<file path="config.mk">
export PLATFORM = sky130hd
export DESIGN_NAME = ippe_queue
export DESIGN_NICKNAME = d
export VERILOG_FILES = /design/src/hw/rtl/ippe_pkg.sv /design/src/hw/rtl/ippe_queue.sv
export VERILOG_INCLUDE_DIRS = /design/src /design/src/hw/rtl
export SDC_FILE = /design/constraint.sdc
export NUM_CORES = 1
export LEC_CHECK = 0
export BUFFER_PORTS_ARGS = -buffer_cell sky130_fd_sc_hd__buf_2
export CORE_ASPECT_RATIO = 0.7
export CORE_MARGIN = 5
export CORE_UTILIZATION = 56
export CTS_CLUSTER_DIAMETER = 100
export DETAILED_ROUTE_END_ITERATION = 8
export GPL_TIMING_DRIVEN = 0
export PLACE_DENSITY = 0.78
export SLEW_MARGIN = 30
export SYNTH_ARGS = -nofsm -noshare
export SYNTH_HDL_FRONTEND = slang
export SYNTH_SLANG_ARGS = --single-unit
</file>
<file path="constraint.sdc">
create_clock -name i_clk -period 2.6 [get_ports i_clk]
set_clock_uncertainty 0.1 [all_clocks]
set_input_delay 0 -clock i_clk [delete_from_list [all_inputs] [get_ports i_clk]]
set_output_delay 0 -clock i_clk [all_outputs]
set_load 0.01 [all_outputs]
</file>
<file path="src/hw/rtl/indexed_pixel_palette_expander_unit_defines.svh">
// Assertion macros shared by the palette expander RTL.
`ifndef INDEXED_PIXEL_PALETTE_EXPANDER_UNIT_DEFINES_SVH
`define INDEXED_PIXEL_PALETTE_EXPANDER_UNIT_DEFINES_SVH

`ifndef SYNTH
// The property must hold at every clock edge outside reset.
`define IPPE_ASSERT(label, clk, rst_n, prop, msg) \
    label: assert property (@(posedge clk) disable iff (!rst_n) (prop)) else $error(msg);
// The condition must never be true outside reset.
`define IPPE_ASSERT_NEVER(label, clk, rst_n, cond, msg) \
    `IPPE_ASSERT(label, clk, rst_n, !(cond), msg)
`else
`define IPPE_ASSERT(label, clk, rst_n, prop, msg)
`define IPPE_ASSERT_NEVER(label, clk, rst_n, cond, msg)
`endif

`endif

</file>
<file path="src/hw/rtl/ippe_pkg.sv">
// Types, constants and colour tables of the palette expander.
`timescale 1ns / 1ps
package ippe_pkg;

    localparam int FRAME_WIDTH     = 320;
    localparam int PALETTE_ENTRIES = 256;
    localparam int QUEUE_DEPTH     = 4;

    localparam int IDX_W   = 8;
    localparam int CHAN_W  = 8;
    localparam int RGB_W   = 3 * CHAN_W;
    localparam int ARGB_W  = 32;
    localparam int COL_W   = 9;
    localparam int PAL_AW  = $clog2(PALETTE_ENTRIES);
    localparam int QUEUE_AW = $clog2(QUEUE_DEPTH);
    localparam int QCNT_W  = $clog2(QUEUE_DEPTH + 1);

    localparam logic [CHAN_W-1:0] OPAQUE_ALPHA = 8'hff;

    // Item commands.
    localparam logic CMD_WRITE = 1'b0;
    localparam logic CMD_PIXEL = 1'b1;

    typedef struct packed {
        logic              cmd;
        logic [IDX_W-1:0]  colour_index;
        logic [CHAN_W-1:0] red_in;
        logic [CHAN_W-1:0] green_in;
        logic [CHAN_W-1:0] blue_in;
        logic              frame_start;
    } t_in_word;

    typedef struct packed {
        logic [ARGB_W-1:0] argb;
        logic              line_end;
    } t_out_word;

    typedef struct packed {
        logic      valid;
        t_out_word word;
    } t_q_push;

    // Dither table: two EGA colour numbers per palette index.
    localparam logic [7:0] NIBBLE_PAIRS [256] = '{
        8'h00, 8'h00, 8'h00, 8'h80, 8'h80, 8'h88, 8'h88, 8'h78,
        8'h78, 8'h77, 8'h77, 8'h77, 8'hf7, 8'hf7, 8'hff, 8'hff,
        8'hff, 8'hff, 8'hf7, 8'h7f, 8'h76, 8'h76, 8'h76, 8'h76,
        8'h76, 8'h86, 8'h86, 8'h86, 8'h08, 8'h08, 8'h00, 8'h00,
        8'hff, 8'hf7, 8'h77, 8'h79, 8'h99, 8'h99, 8'h91, 8'h11,
        8'h11, 8'h11, 8'h11, 8'h01, 8'h01, 8'h00, 8'h00, 8'h00,
        8'hff, 8'hf7, 8'h77, 8'h79, 8'h79, 8'h89, 8'h89, 8'h81,
        8'h81, 8'h01, 8'h01, 8'h01, 8'h00, 8'h00, 8'h00, 8'h00,
        8'hff, 8'hfe, 8'hee, 8'hee, 8'hee, 8'hee, 8'hee, 8'hee,
        8'hee, 8'hec, 8'hec, 8'hcc, 8'hcc, 8'hc4, 8'hc4, 8'hc4,
        8'hc4, 8'hc4, 8'hc4, 8'h44, 8'h44, 8'h44, 8'h44, 8'h44,
        8'h04, 8'h04, 8'h04, 8'h00, 8'h00, 8'h00, 8'h00, 8'h00,
        8'hff, 8'hf7, 8'hfd, 8'h3d, 8'h3d, 8'h9d, 8'h9d, 8'h35,
        8'h95, 8'h95, 8'h15, 8'h15, 8'h15, 8'h10, 8'h00, 8'h00,
        8'hff, 8'hf7, 8'h77, 8'h77, 8'h76, 8'h76, 8'h66, 8'h66,
        8'h64, 8'h64, 8'h06, 8'h06, 8'h06, 8'h00, 8'h00, 8'h00,
        8'hff, 8'hff, 8'hfc, 8'h77, 8'hcc, 8'hcc, 8'hcc, 8'hc6,
        8'hc6, 8'h64, 8'h64, 8'h48, 8'h04, 8'h00, 8'h00, 8'h00,
        8'hff, 8'hff, 8'hfb, 8'hb7, 8'hb7, 8'hb3, 8'hb3, 8'h33,
        8'h39, 8'h39, 8'h31, 8'h90, 8'h11, 8'h01, 8'h01, 8'h00,
        8'hff, 8'hfe, 8'heb, 8'hea, 8'haa, 8'haa, 8'haa, 8'ha6,
        8'h22, 8'h26, 8'h88, 8'h88, 8'h80, 8'h00, 8'h00, 8'h00,
        8'hff, 8'hf7, 8'h77, 8'h77, 8'hc7, 8'hc6, 8'hd5, 8'hd5,
        8'h55, 8'h00, 8'h00, 8'h00, 8'h00, 8'h00, 8'h00, 8'h00,
        8'hee, 8'hee, 8'hea, 8'haa, 8'haa, 8'haa, 8'ha2, 8'h22,
        8'h22, 8'h22, 8'h22, 8'h22, 8'h82, 8'h02, 8'h00, 8'h00,
        8'hff, 8'hfa, 8'hfa, 8'h7a, 8'h7a, 8'h7a, 8'h72, 8'h72,
        8'h72, 8'h82, 8'h82, 8'h88, 8'h80, 8'h00, 8'h00, 8'h00,
        8'h80, 8'h08, 8'h82, 8'h82, 8'h72, 8'h7a, 8'ha7, 8'heb,
        8'hfe, 8'h86, 8'h86, 8'h76, 8'h76, 8'h76, 8'he6, 8'hee,
        8'hff, 8'h77, 8'h77, 8'h77, 8'h76, 8'h86, 8'h06, 8'h06,
        8'h04, 8'h04, 8'h46, 8'h64, 8'h46, 8'h66, 8'h66, 8'h66
    };

    // The sixteen standard EGA colours as R:G:B.
    localparam logic [RGB_W-1:0] EGA_RGB [16] = '{
        24'h000000, 24'h0000aa, 24'h00aa00, 24'h00aaaa,
        24'haa0000, 24'haa00aa, 24'haa5500, 24'haaaaaa,
        24'h555555, 24'h5555ff, 24'h55ff55, 24'h55ffff,
        24'hff5555, 24'hff55ff, 24'hffff55, 24'hffffff
    };

endpackage

</file>
<file path="src/hw/rtl/ippe_queue.sv">
// Result queue between the front end and the output port.
`timescale 1ns / 1ps
`include "indexed_pixel_palette_expander_unit_defines.svh"
module ippe_queue (
    input  logic                        i_clk,
    input  logic                        i_rst_n,
    input  ippe_pkg::t_q_push           i_push,
    input  logic                        i_stall,
    output logic                        o_valid,
    output ippe_pkg::t_out_word         o_data,
    output logic [ippe_pkg::QCNT_W-1:0] o_count
);
    import ippe_pkg::*;

    t_out_word           r_mem [QUEUE_DEPTH];
    logic [QUEUE_AW-1:0] r_wr_ptr;
    logic [QUEUE_AW-1:0] r_rd_ptr;
    logic [QCNT_W-1:0]   r_count;
    logic                pop;

    function automatic logic [QUEUE_AW-1:0] next_ptr(input logic [QUEUE_AW-1:0] ptr);
        next_ptr = (ptr == QUEUE_AW'(QUEUE_DEPTH - 1)) ? '0 : ptr + QUEUE_AW'(1);
    endfunction

    assign o_valid = (r_count != '0);
    assign o_data  = r_mem[r_rd_ptr];
    assign o_count = r_count;
    assign pop     = o_valid && !i_stall;

    always_ff @(posedge i_clk) begin
        if (!i_rst_n) begin
            r_wr_ptr <= '0;
            r_rd_ptr <= '0;
            r_count  <= '0;
        end else begin
            if (i_push.valid) begin
                r_wr_ptr <= next_ptr(r_wr_ptr);
            end
            if (pop) begin
                r_rd_ptr <= next_ptr(r_rd_ptr);
            end
            if (i_push.valid && !pop) begin
                r_count <= r_count + QCNT_W'(1);
            end else if (!i_push.valid && pop) begin
                r_count <= r_count - QCNT_W'(1);
            end
        end
    end

    always_ff @(posedge i_clk) begin
        if (i_push.valid) begin
            r_mem[r_wr_ptr] <= i_push.word;
        end
    end

    `IPPE_ASSERT_NEVER(a_q_overflow, i_clk, i_rst_n,
        i_push.valid && !pop && (r_count == QCNT_W'(QUEUE_DEPTH)), "queue overflow")
    `IPPE_ASSERT_NEVER(a_q_count_range, i_clk, i_rst_n,
        r_count > QCNT_W'(QUEUE_DEPTH), "queue count out of range")
    `IPPE_ASSERT(a_q_stalled_held, i_clk, i_rst_n, (o_valid && i_stall) |=> o_valid, "word dropped")

endmodule

</file>
==> reports/metrics.yaml <==
path_clk_slew_ps: 50
area_growth_pct: 28.9
ys_seq_area_share_pct: 78.7
rows: 29
clock-root-buffer: "clkbuf_16"
grt_pass1_vias: 2810
ys_ff_latch: 141
drcViolationCount: 0
place_inst: 420
drive_above_1_share_pct: 39.5
tightest_slew_ps: 588
viasPerCell: 5.29
io_buffer_count: 73
ios: 74
grt_pass1_wl_um: 14800
nets: 395
netlist-cell-type-count: 24
clock.fmax_mhz: 420
num_antenna_cells: 0
synthCells: 219
pwr_density_cell_mw_per_mm2: 907
crit_path_max_fanout: 4
syn_nets: 263
numCtsBuffers: 17
die_w_um: 126
crit_type: "reg -> reg"
period_share_pct: 91.5
die_y_um: 91.1
worstPathArrival_ps: 2620
core-area_mm2: 0.00911
cts_tree: "built"
cap_violations: 0
fin_crit_ps: 2380
grt_antenna_before_repair: 0
grt_usage_pct: 17.2
status: "completed"
hold_viol_final: 0
finalSetupViolCount: 0
max_slew_margin_pct: 60.8
cp-start-kind: "flip-flop"
cts-htree-levels: 4
wl_um: 9110
drt-initial-drc-count: 144
p_leak_uw: 0.00240
dr.pass1.iters: 4
slew_viol_final: 0
drtAntennaViolNets: 0
dp_hpwl_um: 5810
instances_no_fill: 486
grt_max_degree: 24
cts_max_path_buffers: 2
gp_congestion: 0.718
critPathCaptureType: "flip-flop"
synth_area_mm2: 0.00527
syn_avg_cell_area_um2: 24.0
whs_ps: 240
post_cts_buffers: 0
grt_setup_unrepaired: "false"
crit_start: "o_count[1]"
grt_overflow: 0
clock_latency_ps: 410
initial_core_util_pct: 57.8
avgRoutedWirePerCell_um: 18.7
vias: 2571
hold_path.class: "in -> reg"
r2r_start: "o_count[1]"
post_cts_resized: 0
hp-start: "i_push[19]"
setup_tns_ps: 0
cts.sink_count: 141
required_ps: 2840
synth.yosys.warnings: 0
vdd_drop_max_mv: 0.636
dieArea_mm2: 0.0115
-- cell usage after synthesis --
library cell	count	area share (%)
a21boi_0	1	0.14
and2_1	5	0.59
buf_12	3	1.1
buf_2	3	0.29
buf_6	1	0.21
clkbuf_1	1	0.071
dfxtp_1	9	3.4
edfxtp_1	132	75
fa_1	1	0.38
ha_1	6	1.4
inv_1	4	0.29
mux2i_1	3	0.57
mux4_1	3	1.5
mux4_2	30	13
nand2_1	2	0.14
nor2_1	2	0.14
nor2b_1	3	0.36
nor3_1	1	0.095
o211ai_1	2	0.29
o21ai_0	3	0.29
or2_2	1	0.12
or3_1	1	0.12
xnor2_1	1	0.17
xor2_1	1	0.17
-- placed cells by master (no fill, tap or decap), types with 3 or more instances in the layout --
cell type        n
edfxtp_1       132
buf_2           76
dlygate4sd3_1   36
mux4_2          30
clkbuf_16       17
dfxtp_1          9
ha_1             6
buf_12           4
inv_1            4
and2_2           4
clkinv_1         4
clkinv_2         4
clkbuf_1         3
mux4_1           3
mux2i_1          3
nor2b_1          3
o21ai_0          3
buf_16           3
-- power breakdown --
group	internal (µW)	total, µW	switching (µW)
clock network	1380	2190	810
registers	2620	2680	55.8
logic	693	1290	599
total	4690	6160	1470
-- stage by stage --
stage               setup WS [ps]  total power, µW  instance area [µm²]  util [%]
floorplan                     407             3570                 5270         -
global placement              183             3950                 5790      63.5
detailed placement            198             4000                 5890      64.7
CTS                           188             6230                 6790      74.6
global route                 83.7             6430                 6790      74.6
finish                        220             6160                 6790      74.6
-- state kept, by name, summed over array words and instances, names as in the netlist, named ones only --
| name | count |
|---|---|
| r_mem | 132 |
| o_count | 3 |
| r_rd_ptr | 2 |
| r_wr_ptr | 2 |
-- worst paths after layout --
check,to,slack (ps),depth (start not counted)
worst max-delay path,o_count[2],220,8
worst min register to register,o_count[2],420,2
worst min-delay path,r_mem[3][19],240,2
worst max register to register,o_count[2],220,8
-- cell families (layout without fill, tap and decap cells) --
kind of cell / count (synthesis) / in the layout / share of synthesized area (%)
buffers and inverters: 12 / 155 / 2.00
muxes: 36 / 36 / 14.9
xor gates and xnor gates: 2 / 2 / 0.333
AOI/OAI and AO/OA: 6 / 6 / 0.713
DFF: 141 / 141 / 78.7
and+or+nand+nor: 15 / 15 / 1.57
adders and majority gates: 7 / 7 / 1.81
-- cell type report --
class | count | area, µm²
clock buffer | 19 | 433
multi-input combinational | 66 | 1020
clock inverter | 11 | 103
tap | 124 | 155
fill | 547 | 2320
sequential | 141 | 4140
inverter | 4 | 15.0
buffer | 8 | 90.1
timing repair buffer | 113 | 828
-- routing by layer --
metal / routed length, µm / share of wire (%) / GRT usage [%] / up-vias
li1: - / - / - / 1184
met1: 3950 / 43 / 22.9 / 1290
met2: 4510 / 49 / 26.5 / 85
met3: 571 / 6.3 / 5.69 / 12
met4: 82 / 0.90 / 7.50 / 0
met5: 0 / 0 / 0 / -
-- worst max-delay path, stage by stage (launching register included) --
cell and delay (ps):
dfxtp_1 350, nor3_1 390, or2_2 210, ha_1 170, inv_1 60, fa_1 380
xor2_1 180, or3_1 300, a21boi_0 170
-- timing repair --
action / CTS / global route
hold buffers: 36 / 0
endpoints found under the setup margin: 0 / 0
endpoints found under the hold margin: 141 / 0
No activity file was read; power rests on OpenSTA's default activity.
